`config.mk`:
```
export PLATFORM = sky130hd
export DESIGN_NAME = generation_handle_slot_pool_unit
export DESIGN_NICKNAME = d
export VERILOG_FILES = /design/src/rtl/core/ghsp_pkg.sv /design/src/rtl/core/ghsp_ram.sv /design/src/rtl/core/ghsp_free_finder.sv /design/src/rtl/core/generation_handle_slot_pool_unit.sv
export VERILOG_INCLUDE_DIRS = /design/src /design/src/rtl/core
export SDC_FILE = /design/constraint.sdc
export NUM_CORES = 2
export LEC_CHECK = 0
export BUFFER_PORTS_ARGS = -buffer_cell sky130_fd_sc_hd__buf_4
export CORE_MARGIN = 2
export CORE_UTILIZATION = 50
export DETAILED_ROUTE_END_ITERATION = 6
export MAX_ROUTING_LAYER = met4
export PLACE_DENSITY = 0.64
export SYNTH_ARGS = -nofsm -noshare
export SYNTH_HDL_FRONTEND = slang
export SYNTH_HIERARCHICAL = 1
export SYNTH_SLANG_ARGS = --single-unit
```
`constraint.sdc`:
```
create_clock -name clk -period 13.9 [get_ports clk]
set_clock_uncertainty 0.2 [all_clocks]
set_input_delay 1.39 -clock clk [delete_from_list [all_inputs] [get_ports clk]]
set_output_delay 1.39 -clock clk [all_outputs]
set_load 0.01 [all_outputs]
```
`src/rtl/core/generation_handle_slot_pool_unit_macros.svh`:
```
// Assertion macros for the generation handle slot pool.
// Included by the files that check their own behaviour; depends on nothing else.
`ifndef GENERATION_HANDLE_SLOT_POOL_UNIT_MACROS_SVH
`define GENERATION_HANDLE_SLOT_POOL_UNIT_MACROS_SVH
`ifndef ASSERT_OFF
`define GHSP_ASSERT_SAME(lbl, ck, rn, pre, post) \
    lbl: assert property (@(posedge ck) disable iff (!rn) (pre) |-> (post)) \
        else $error("assertion failed: same-cycle implication");
`define GHSP_ASSERT_NEXT(lbl, ck, rn, pre, post) \
    lbl: assert property (@(posedge ck) disable iff (!rn) (pre) |=> (post)) \
        else $error("assertion failed: next-cycle implication");
`else
`define GHSP_ASSERT_SAME(lbl, ck, rn, pre, post)
`define GHSP_ASSERT_NEXT(lbl, ck, rn, pre, post)
`endif
`endif

```
`src/rtl/core/ghsp_pkg.sv`:
```
// Shared constants, types and codes of the generation handle slot pool.
// Used by the free slot finder and the top module; depends on nothing.
package ghsp_pkg;

    localparam int POOL_SIZE   = 64;
    localparam int INDEX_BITS  = 6;
    localparam int GEN_BITS    = 25;
    localparam int PIN_BITS    = 16;
    localparam int HANDLE_BITS = 32;
    localparam logic [GEN_BITS:0] GENERATION_MAX = 26'h1ff_ffff;

    localparam int GROUP_SIZE = 8;
    localparam int LOCAL_BITS = 3;
    localparam int GROUPS     = (POOL_SIZE + GROUP_SIZE - 1) / GROUP_SIZE;

    typedef enum logic [1:0] {
        CMD_ALLOC = 2'd0,
        CMD_PIN   = 2'd1,
        CMD_UNPIN = 2'd2,
        CMD_FREE  = 2'd3
    } ghsp_cmd_t;

    typedef enum logic [2:0] {
        ST_OK        = 3'd0,
        ST_MALFORMED = 3'd1,
        ST_STALE     = 3'd2,
        ST_BUSY      = 3'd3,
        ST_WAITERS   = 3'd4,
        ST_FULL      = 3'd5
    } ghsp_status_t;

    typedef enum logic {
        S_IDLE = 1'b0,
        S_RMW  = 1'b1
    } ghsp_state_t;

    typedef struct packed {
        logic [GEN_BITS-1:0] gen;
        logic [PIN_BITS-1:0] pins;
    } ghsp_entry_t;

    // Occupancy map update from the controller to the free slot finder.
    typedef struct packed {
        logic                  set;
        logic                  clr;
        logic [INDEX_BITS-1:0] idx;
    } ghsp_map_upd_t;

endpackage

```
`src/rtl/core/ghsp_ram.sv`:
```
// Synchronous RAM with one read port, one write port and a registered read.
// Generic; depends on nothing.
module ghsp_ram #(
    parameter int DEPTH     = 64,
    parameter int WIDTH     = 41,
    parameter int ADDR_BITS = 6
) (
    input  logic                 clk,
    input  logic                 rd_en,
    input  logic [ADDR_BITS-1:0] rd_addr,
    output logic [WIDTH-1:0]     rd_data,
    input  logic                 wr_en,
    input  logic [ADDR_BITS-1:0] wr_addr,
    input  logic [WIDTH-1:0]     wr_data
);

    logic [WIDTH-1:0] mem [DEPTH];

    always_ff @(posedge clk)
    begin
        if (wr_en)
        begin
            mem[wr_addr] <= wr_data;
        end
    end

    always_ff @(posedge clk)
    begin
        if (rd_en)
        begin
            rd_data <= mem[rd_addr];
        end
    end

endmodule

```
`src/rtl/core/ghsp_free_finder.sv`:
```
// Occupancy map of the slot pool and a two-level search for the lowest free slot.
// Depends on ghsp_pkg.
module ghsp_free_finder (
    input  logic                            clk,
    input  logic                            rst_n,
    input  ghsp_pkg::ghsp_map_upd_t         upd,
    output logic [ghsp_pkg::POOL_SIZE-1:0]  in_use,
    output logic                            any_free,
    output logic [ghsp_pkg::INDEX_BITS-1:0] free_idx
);

    logic [ghsp_pkg::POOL_SIZE-1:0]  in_use_reg;
    logic [ghsp_pkg::POOL_SIZE-1:0]  in_use_next;
    logic [ghsp_pkg::GROUPS-1:0]     grp_any_reg;
    logic [ghsp_pkg::GROUPS-1:0]     grp_any_next;
    logic [ghsp_pkg::LOCAL_BITS-1:0] grp_idx_reg  [ghsp_pkg::GROUPS];
    logic [ghsp_pkg::LOCAL_BITS-1:0] grp_idx_next [ghsp_pkg::GROUPS];

    always_comb
    begin
        in_use_next = in_use_reg;
        if (upd.set)
        begin
            in_use_next[upd.idx] = 1'b1;
        end
        else if (upd.clr)
        begin
            in_use_next[upd.idx] = 1'b0;
        end
    end

    // The first level works on the map as it will be after this cycle, so the
    // registered group summaries always describe the current map.
    always_comb
    begin
        for (int g = 0; g < ghsp_pkg::GROUPS; g++)
        begin
            grp_any_next[g] = 1'b0;
            grp_idx_next[g] = '0;
            for (int j = ghsp_pkg::GROUP_SIZE - 1; j >= 0; j--)
            begin
                if ((g * ghsp_pkg::GROUP_SIZE + j) < ghsp_pkg::POOL_SIZE)
                begin
                    if (!in_use_next[g * ghsp_pkg::GROUP_SIZE + j])
                    begin
                        grp_any_next[g] = 1'b1;
                        grp_idx_next[g] = ghsp_pkg::LOCAL_BITS'(j);
                    end
                end
            end
        end
    end

    always_ff @(posedge clk or negedge rst_n)
    begin
        if (!rst_n)
        begin
            in_use_reg  <= '0;
            grp_any_reg <= '1;
            for (int g = 0; g < ghsp_pkg::GROUPS; g++)
            begin
                grp_idx_reg[g] <= '0;
            end
        end
        else
        begin
            in_use_reg  <= in_use_next;
            grp_any_reg <= grp_any_next;
            for (int g = 0; g < ghsp_pkg::GROUPS; g++)
            begin
                grp_idx_reg[g] <= grp_idx_next[g];
            end
        end
    end

    always_comb
    begin
        any_free = 1'b0;
        free_idx = '0;
        for (int g = ghsp_pkg::GROUPS - 1; g >= 0; g--)
        begin
            if (grp_any_reg[g])
            begin
                any_free = 1'b1;
                free_idx = ghsp_pkg::INDEX_BITS'(g * ghsp_pkg::GROUP_SIZE
                                                 + int'(grp_idx_reg[g]));
            end
        end
    end

    assign in_use = in_use_reg;

endmodule

```
`src/rtl/core/generation_handle_slot_pool_unit.sv`:
```
// Generation handle slot pool: alloc, pin, unpin and free on 64 slots whose generation
// and pin count live in one synchronous RAM. The idle state reads the slot's entry from
// the RAM; the read-modify-write state checks it, writes it back and loads the result
// register; the next item is taken once the block is back in idle. A result held by
// out_stall keeps the read-modify-write state waiting. No clearing pass follows reset: a
// per-slot written flag makes untouched entries read as zero, so items are taken right after reset.
`include "generation_handle_slot_pool_unit_macros.svh"

module generation_handle_slot_pool_unit (
    input  logic        clk,
    input  logic        rst_n,
    input  logic        in_valid,
    output logic        in_stall,
    input  logic [1:0]  command,
    input  logic [31:0] handle,
    input  logic        waiters_empty,
    output logic        out_valid,
    input  logic        out_stall,
    output logic [2:0]  status,
    output logic [31:0] handle_out
);

    localparam int EntryBits = $bits(ghsp_pkg::ghsp_entry_t);

    ghsp_pkg::ghsp_state_t             state_reg;
    ghsp_pkg::ghsp_state_t             state_next;
    logic                              in_accept;
    logic                              go;

    ghsp_pkg::ghsp_cmd_t               cmd_reg;
    logic [31:0]                       handle_reg;
    logic                              empty_reg;
    logic [ghsp_pkg::INDEX_BITS-1:0]   idx_reg;
    logic                              full_reg;
    logic                              rd_written_reg;
    logic [ghsp_pkg::POOL_SIZE-1:0]    written_reg;

    logic [ghsp_pkg::INDEX_BITS-1:0]   rd_addr;
    logic [EntryBits-1:0]              ram_rdata;
    ghsp_pkg::ghsp_entry_t             entry_old;
    ghsp_pkg::ghsp_entry_t             entry_new;
    logic                              wr_en;

    logic [ghsp_pkg::POOL_SIZE-1:0]    in_use;
    logic                              any_free;
    logic [ghsp_pkg::INDEX_BITS-1:0]   free_idx;
    ghsp_pkg::ghsp_map_upd_t           map_upd;

    logic                              h_neg;
    logic                              idx_ok;
    logic [ghsp_pkg::GEN_BITS-1:0]     h_gen;
    logic                              malformed;
    logic                              live;
    logic [ghsp_pkg::GEN_BITS:0]       gen_sum;
    logic [ghsp_pkg::GEN_BITS-1:0]     gen_bumped;

    ghsp_pkg::ghsp_status_t            status_calc;
    logic [31:0]                       hout_calc;
    logic                              out_valid_reg;
    logic                              out_valid_next;
    ghsp_pkg::ghsp_status_t            status_reg;
    logic [31:0]                       handle_out_reg;

    // ---------------------------------------------------------------- control
    always_comb
    begin
        state_next = state_reg;
        unique case (state_reg)
            ghsp_pkg::S_IDLE:
            begin
                if (in_valid)
                begin
                    state_next = ghsp_pkg::S_RMW;
                end
            end
            ghsp_pkg::S_RMW:
            begin
                if (go)
                begin
                    state_next = ghsp_pkg::S_IDLE;
                end
            end
            default:
            begin
                state_next = ghsp_pkg::S_IDLE;
            end
        endcase
    end

    always_comb
    begin
        in_stall = (state_reg != ghsp_pkg::S_IDLE);
        go       = (state_reg == ghsp_pkg::S_RMW) && !(out_valid_reg && out_stall);
    end

    assign in_accept = in_valid && !in_stall;

    always_ff @(posedge clk or negedge rst_n)
    begin
        if (!rst_n)
        begin
            state_reg <= ghsp_pkg::S_IDLE;
        end
        else
        begin
            state_reg <= state_next;
        end
    end

    // --------------------------------------------------------------- read side
    // An alloc reads the entry of the lowest free slot, every other command the
    // entry its handle names.
    assign rd_addr = (ghsp_pkg::ghsp_cmd_t'(command) == ghsp_pkg::CMD_ALLOC)
                     ? free_idx : handle[ghsp_pkg::INDEX_BITS-1:0];

    always_ff @(posedge clk)
    begin
        if (in_accept)
        begin
            cmd_reg    <= ghsp_pkg::ghsp_cmd_t'(command);
            handle_reg <= handle;
            empty_reg  <= waiters_empty;
            idx_reg    <= rd_addr;
            full_reg   <= !any_free;
        end
    end

    always_ff @(posedge clk or negedge rst_n)
    begin
        if (!rst_n)
        begin
            written_reg    <= '0;
            rd_written_reg <= 1'b0;
        end
        else
        begin
            if (in_accept)
            begin
                rd_written_reg <= written_reg[rd_addr];
            end
            if (wr_en)
            begin
                written_reg[idx_reg] <= 1'b1;
            end
        end
    end

    ghsp_ram #(
        .DEPTH     (ghsp_pkg::POOL_SIZE),
        .WIDTH     (EntryBits),
        .ADDR_BITS (ghsp_pkg::INDEX_BITS)
    ) u_ram (
        .clk     (clk),
        .rd_en   (in_accept),
        .rd_addr (rd_addr),
        .rd_data (ram_rdata),
        .wr_en   (wr_en),
        .wr_addr (idx_reg),
        .wr_data (entry_new)
    );

    ghsp_free_finder u_free_finder (
        .clk      (clk),
        .rst_n    (rst_n),
        .upd      (map_upd),
        .in_use   (in_use),
        .any_free (any_free),
        .free_idx (free_idx)
    );

    // ------------------------------------------------------- modify and write
    assign entry_old = rd_written_reg ? ghsp_pkg::ghsp_entry_t'(ram_rdata)
                                      : ghsp_pkg::ghsp_entry_t'('0);

    assign h_neg     = handle_reg[31];
    assign idx_ok    = ({1'b0, handle_reg[ghsp_pkg::INDEX_BITS-1:0]}
                        < (ghsp_pkg::INDEX_BITS + 1)'(ghsp_pkg::POOL_SIZE));
    assign h_gen     = handle_reg[ghsp_pkg::INDEX_BITS +: ghsp_pkg::GEN_BITS];
    assign malformed = h_neg || !idx_ok || (h_gen == '0);
    assign live      = in_use[handle_reg[ghsp_pkg::INDEX_BITS-1:0]]
                       && (entry_old.gen == h_gen);

    // Past the maximum the generation wraps to one, never to zero.
    assign gen_sum    = {1'b0, entry_old.gen} + 1'b1;
    assign gen_bumped = (gen_sum > ghsp_pkg::GENERATION_MAX)
                        ? ghsp_pkg::GEN_BITS'(1) : gen_sum[ghsp_pkg::GEN_BITS-1:0];

    always_comb
    begin
        status_calc   = ghsp_pkg::ST_OK;
        hout_calc     = '0;
        entry_new     = entry_old;
        wr_en         = 1'b0;
        map_upd.set   = 1'b0;
        map_upd.clr   = 1'b0;
        map_upd.idx   = idx_reg;
        unique case (cmd_reg)
            ghsp_pkg::CMD_ALLOC:
            begin
                if (full_reg)
                begin
                    status_calc = ghsp_pkg::ST_FULL;
                    hout_calc   = '1;
                end
                else
                begin
                    entry_new.gen  = gen_bumped;
                    entry_new.pins = '0;
                    wr_en          = go;
                    map_upd.set    = go;
                    hout_calc      = {1'b0, gen_bumped, idx_reg};
                end
            end
            ghsp_pkg::CMD_PIN:
            begin
                if (malformed)
                begin
                    status_calc = ghsp_pkg::ST_MALFORMED;
                end
                else if (!live)
                begin
                    status_calc = ghsp_pkg::ST_STALE;
                end
                else if (entry_old.pins == '1)
                begin
                    status_calc = ghsp_pkg::ST_BUSY;
                end
                else
                begin
                    entry_new.pins = entry_old.pins + 1'b1;
                    wr_en          = go;
                end
            end
            ghsp_pkg::CMD_UNPIN:
            begin
                if (h_neg || !idx_ok)
                begin
                    status_calc = ghsp_pkg::ST_MALFORMED;
                end
                else if (entry_old.pins != '0)
                begin
                    entry_new.pins = entry_old.pins - 1'b1;
                    wr_en          = go;
                end
            end
            ghsp_pkg::CMD_FREE:
            begin
                if (malformed)
                begin
                    status_calc = ghsp_pkg::ST_MALFORMED;
                end
                else if (!live)
                begin
                    status_calc = ghsp_pkg::ST_STALE;
                end
                else if (entry_old.pins != '0)
                begin
                    status_calc = ghsp_pkg::ST_BUSY;
                end
                else if (!empty_reg)
                begin
                    status_calc = ghsp_pkg::ST_WAITERS;
                end
                else
                begin
                    map_upd.clr = go;
                end
            end
            default:
            begin
                status_calc = ghsp_pkg::ST_OK;
            end
        endcase
    end

    // ----------------------------------------------------------- result side
    always_comb
    begin
        out_valid_next = out_valid_reg;
        if (go)
        begin
            out_valid_next = 1'b1;
        end
        else if (out_valid_reg && !out_stall)
        begin
            out_valid_next = 1'b0;
        end
    end

    always_ff @(posedge clk or negedge rst_n)
    begin
        if (!rst_n)
        begin
            out_valid_reg <= 1'b0;
        end
        else
        begin
            out_valid_reg <= out_valid_next;
        end
    end

    always_ff @(posedge clk)
    begin
        if (go)
        begin
            status_reg     <= status_calc;
            handle_out_reg <= hout_calc;
        end
    end

    assign out_valid  = out_valid_reg;
    assign status     = status_reg;
    assign handle_out = handle_out_reg;

    // -------------------------------------------------------------- checks
    `GHSP_ASSERT_NEXT(a_accept_to_rmw, clk, rst_n, in_accept, state_reg == ghsp_pkg::S_RMW)
    `GHSP_ASSERT_NEXT(a_rmw_gives_result, clk, rst_n, go, out_valid)
    `GHSP_ASSERT_SAME(a_full_handle, clk, rst_n, out_valid && status == ghsp_pkg::ST_FULL, handle_out == 32'hffff_ffff)
    `GHSP_ASSERT_SAME(a_write_only_in_rmw, clk, rst_n, wr_en || map_upd.set || map_upd.clr, go)

endmodule
```
[After elaboration in Yosys (flattened, before gate mapping)]
Memories as Yosys holds them, arrays and structs flattened. A register that Yosys moved wholly into a read port is not among the register bits.
Cells that the tools add are included.
Storage, ports and cells
  bits in registers: 240
  RAM bits: 2624
  input port bits: 39
  output and inout bits: 37
  logic and storage cells: 257
  memories: 1
Cells by class
  add/sub/neg operators: 10
  $lt $le $gt $ge: 5
  equal/unequal tests: 5
  multiplexer cells: 194
  bitwise logic cells: 5
  reductions and logical operators: 16
Memories
  u_ram.mem: words 64, bits a word 41, read ports 1, clocked after memory_dff 1, write ports 1, line ghsp_ram.sv:17  | logic [WIDTH-1:0] mem [DEPTH];
Operator list (count)
  3-bit 2-to-1 mux: 71
  64-bit 2-to-1 mux: 2
  64-bit bitwise OR: 2
  1-bit 2-to-1 mux: 94
  41-bit 2-to-1 mux: 2
  16-bit 2-to-1 mux: 5
  64-bit bitwise AND: 1
  64-bit NOT: 1
  6-bit 2-to-1 mux: 9
  25-bit 2-to-1 mux: 2
  16-bit case mux with 3 select lines: 1
  32-bit 2-to-1 mux: 1
  25-bit by 1-bit adder with 26-bit output, second input constant: 1
  26-bit by 25-bit greater-than comparator with 1-bit output, second input constant: 1
  25-bit == test: 1
  25-bit zero test: 1
  6-bit by 3-bit adder with 6-bit output, first input constant: 4
  6-bit by 7-bit < comparator with 1-bit output, second input constant: 3
  16-bit by 1-bit adder with 16-bit output, second input constant: 1
  16-bit == test, second input constant: 1
  16-bit nonzero test: 1
  16-bit by 1-bit subtractor with 16-bit output, second input constant: 1
  5-bit by 3-bit adder with 6-bit output, first input constant: 2
  1-bit binary-select mux with 6-bit select: 2
  15 further kinds: 25

[Logic depth before layout (Yosys ltp)]
  depth after elaboration: 18
  gate-level depth with buffers: 20
  depth with buffers taken out: 14

[Modules after synthesis]
Netlist, hierarchy kept.
By module, submodules not included
  ghsp_ram: times used 1, cells each 4226, area each 100518.9 um^2, seq. area each 80026.8 um^2
  generation_handle_slot_pool_unit: times used 1, cells each 968, area each 9402.8 um^2, seq. area each 3988.8 um^2
  ghsp_free_finder: times used 1, cells each 457, area each 4614.4 um^2, seq. area each 2412.3 um^2

[Worst setup path before layout]
Ideal clock, no wire load.
  path type: reg2reg
  start: reg rd_written_reg
  end: mem u_ram.mem[0][36] (data pin)
  library setup time: 0.724 ns
  arrival: 6.165 ns
  data required time: 12.976 ns
  slack: 6.811 ns
  stages on the path, launching flop included: 16
  path buffers: 6
  clock period less this slack: 7.089 ns
  path through: dfrtp_1 > buf_2 > buf_4 > buf_2 > clkbuf_1 > clkbuf_1 > buf_1 > nand2_1 > inv_1 > ha_1 > and3_1 > nand4_1 > nor4_2 > nand3_1 > or4_1 > a21boi_0
RTL lines
  from (decl): line generation_handle_slot_pool_unit.sv:35  | logic rd_written_reg;
  from (signal assigned): line generation_handle_slot_pool_unit.sv:139  | rd_written_reg <= written_reg[rd_addr];
  to (decl): line ghsp_ram.sv:17

[Worst setup path after layout]
  start: reg rd_written_reg
  end: mem u_ram.mem[59][37] (enable)
Between the ends
  word-level cells in the longest chain between the ends: 8
  elaborated cells on any way between the ends: 13
  those cells by class: 2 x eq/ne; 9 x mux; 2 x reduce/logical
Ends and longest elaborated chain
  41-bit 2-to-1 mux (*): line generation_handle_slot_pool_unit.sv:172  | assign entry_old = rd_written_reg ? ghsp_pkg::ghsp_entry_t'(ram_rdata)
  16-bit == test or 25-bit == test (tied branches): line generation_handle_slot_pool_unit.sv:224, generation_handle_slot_pool_unit.sv:181
  1-bit 2-to-1 mux or 1-bit logical AND (tied branches): line generation_handle_slot_pool_unit.sv:224, generation_handle_slot_pool_unit.sv:181
  1-bit 2-to-1 mux: line generation_handle_slot_pool_unit.sv:220  | else if (!live)
  1-bit 2-to-1 mux: line generation_handle_slot_pool_unit.sv:216  | if (malformed)
  1-bit case mux with 3 select lines (*): line generation_handle_slot_pool_unit.sv:197  | unique case (cmd_reg)
  named net wr_en: line generation_handle_slot_pool_unit.sv:42  | logic wr_en;
  1-bit 2-to-1 mux (*): line ghsp_ram.sv:21  | if (wr_en)
  1-bit 2-to-1 mux (implied by the code) (*): line ghsp_ram.sv:23  | mem[wr_addr] <= wr_data;
Mark *: on every way through the listed nets, which the timed path passes. The rest lies on a longest branch.

==> flow_summary.json <==
{
  "cp.arrival_ns": 7.98,
  "overflow": 0,
  "antenna_found_initial": 18,
  "drc": 0,
  "preCtsSetupSlack_ns": 6.29,
  "ys.flop_type": "edfxtp_1",
  "portBuffers": 75,
  "drive_above_1_share_pct": 25.9,
  "crit_path_cell_trace": "buf_4 > nand2_1 > a22oi_1 > nand2_1 > nor4_1 > nand3_1 > nor2_1 > a21boi_0 > a21oi_1 > nand3_1 > nor2_4 > buf_4",
  "critPathKind": "flop to flop",
  "end_kind": "flop",
  "fin_area_sq_um": 129000,
  "slew_violations": 0,
  "critical-path-slowest-cell": "nand3_1",
  "rsz0062_at_grt": "false",
  "fin_nets": 5946,
  "grt_pass1_wl_microns": 444000,
  "instances_no_fill": 9139,
  "dr.pass1.iters": 6,
  "coreArea_sq_um": 227000,
  "wl_microns": 313000,
  "syn2layout_area_growth_pct": 12.7,
  "yosys.area.top_type": "edfxtp_1",
  "seq_area_frac_synth_pct": 75.5,
  "clock_latency_ns": 0.95,
  "place_inst": 8598,
  "tightest_slew_ns": 1.48,
  "ctsHtreeMaxLevel": 5,
  "yosysWarnings": 6,
  "gp_congestion": 0.869,
  "critPathLaunchType": "flop",
  "post_cts_buffers": 0,
  "hold_path_class": "flop to flop",
  "synthArstFlopShare_pct": 5.61,
  "dr_total_vias": 60800,
  "drtAntennaViolNets": 0,
  "cts_root_buffer": "clkbuf_16",
  "die_w_microns": 483,
  "cts_hold_buf": 0,
  "cts.clk_slew.worst_paths_ns": 0.06,
  "rows": 175,
  "clock-sinks": 2905,
  "drtIter0Drc": 9142,
  "clk_path_buf_depth": 4,
  "largest_reg_flops": 2624,
  "postSynthCellCount": 5651,
  "max_slew_margin_pct": 1.57,
  "min_period_ns": 7.61,
  "setup_viol": 0,
  "synth_seq_cells": 2905,
  "p_total_uw": 21200,
  "dieArea_sq_um": 233000,
  "hold_viol": 0,
  "drv_cap": 0,
  "ir_worst_vdd_mv": 0.129,
  "multi_input_area_sq_um": 27100,
  "start_util_pct": 50.3,
  "cp.required_ns": 14.27,
  "cts_resized": 0,
  "critPathMaxStageDelay_ns": 0.96,
  "finalSetupTns_ns": 0,
  "leakage_uw": 0.0416,
  "tritoncts": "done",
  "grt_start_max_net_pins": 100,
  "grt_pass1_vias": 59300,
  "crit_fanout": 52,
  "synth_area_leaders": "edfxtp_1 72%, mux4_2 13%, dfrtp_1 3.4%",
  "fmax_mhz": 131,
  "p_per_area_nw_per_um2": 164,
  "numCtsBuffers": 311,
  "finalWorstSetupSlack_ns": 6.29,
  "grt_usage_pct": 27.8,
  "placed_cell_area_sq_um": 120000,
  "hpwl_microns": 176000,
  "viasPerCell": 6.65,
  "ys_types": 96,
  "io_pins": 76,
  "register_area_sq_um": 86400,
  "avgSynthCellArea_sq_um": 20.3,
  "synth_top_area_share_pct": 71.9,
  "synthTopCellsByCount": "2742 x edfxtp_1, 666 x mux4_2, 191 x nand2_1, 185 x nor2_1, 155 x dfrtp_1",
  "dieHeight_microns": 483,
  "fill_cells": 16700,
  "yosysMostFrequentCell": "edfxtp_1",
  "period_share_pct": 54.7,
  "avgRoutedWirePerCell_microns": 34.3,
  "syn_area_sq_um": 115000,
  "syn_nets": 5694,
  "synth_edf_count": 2742,
  "status": "finished, final reports clean"
}
-- layout make-up --
class | instances | share of cell area [%]
Sequential cell | 2905 | 66.9
Multi-Input combinational cell | 2363 | 21.0
Clock buffer | 375 | 6.25
Tap cell | 3009 | 2.92
Timing Repair Buffer | 276 | 1.67
Clock inverter | 154 | 1.06
Inverter | 46 | 0.151
Antenna cell | 11 | 0.0213
-- logic make-up (layout without fill, tap and decap cells) --
logic type,Yosys count,count (layout),share of synthesized area [%]
flip-flops,2905,2905,75.5
AO/OA/AOI/OAI,826,826,5.15
multiplexers,767,767,14.0
AND/OR/NAND/NOR,716,716,3.22
buffers and inverters,383,851,1.73
XOR/XNOR,50,50,0.382
adder cells (fa/ha/maj),4,4,0.0437
other,0,11,0
-- report_power, final --
part           internal [uW]  leakage, uW  total (uW)  switching [uW]
clock network           4560      0.00461        7840            3280
logic                    746      0.00939        2750            2000
registers              10500       0.0276       10700             203
-- metal layers --
metal	global-route usage (%)	wire, microns	part of all wire [%]	vias to the layer above
met3	5.61	34700	11	565
met1	39.6	123000	39	32500
met2	40.7	145000	46	3511
met5	-	0	0	-
met4	8.98	10700	3.4	0
li1	-	-	-	24200
-- path summary, 6_finish.rpt --
| check | startpoint | to | slack, ns | cells past startpoint |
|---|---|---|---|---|
| worst min-delay path | written_reg[62] | written_reg[62] | 0.27 | 1 |
| max in group asynchronous | rst_n | written_reg[62] | 11.66 | 2 |
| min in group asynchronous | rst_n | out_valid | 0.34 | 1 |
| worst max register to register | rd_written_reg | u_ram/mem[59][37] | 6.29 | 12 |
| worst max-delay path | rd_written_reg | u_ram/mem[59][37] | 6.29 | 12 |
| worst min register to register | written_reg[62] | written_reg[62] | 0.27 | 1 |
-- per-stage QoR --
stage               util [%]  hold WS (ns)
finish                  56.8         0.265
global route            56.8         0.273
CTS                     56.7         0.267
detailed placement      52.6         0.254
global placement        52.6         0.248
floorplan                  -         0.238
-- worst max-delay path: cells and delay by family (launching register included) --
| family | cells | cell delay [ns] |
|---|---|---|
| simple gates | 7 | 3.54 |
| compound gates | 3 | 1.38 |
| buf+inv | 2 | 1.08 |
| flops | 1 | 0.94 |
-- placed cells by master (no fill, tap or decap), drive strengths merged, types with 11 or more instances in the layout --
master,synthesis,layout
and2,18,18
o21a,26,26
diode,0,11
mux4,668,668
or3,12,12
nand4b,11,11
mux2i,89,89
o22ai,112,112
and3,20,20
bufinv,0,24
nand4,33,33
a221oi,86,86
nand3,52,52
nor3,44,44
nor2b,32,32
or2,18,18
a21boi,12,12
o21ai,143,143
a21oi,101,101
a311oi,20,20
nor4,17,17
buf,206,276
nand2,194,194
clkbuf,131,375
o221ai,39,39
edfxtp,2742,2742
dfrtp,155,155
xor2,25,25
nand3b,11,11
a22o,78,78
a31oi,13,13
a22oi,53,53
inv,45,55
a211oi,13,13
clkinv,1,118
nand2b,21,21
a31o,68,68
xnor2,25,25
a21o,13,13
nor2,188,188
(Power assumes the default switching activity.)
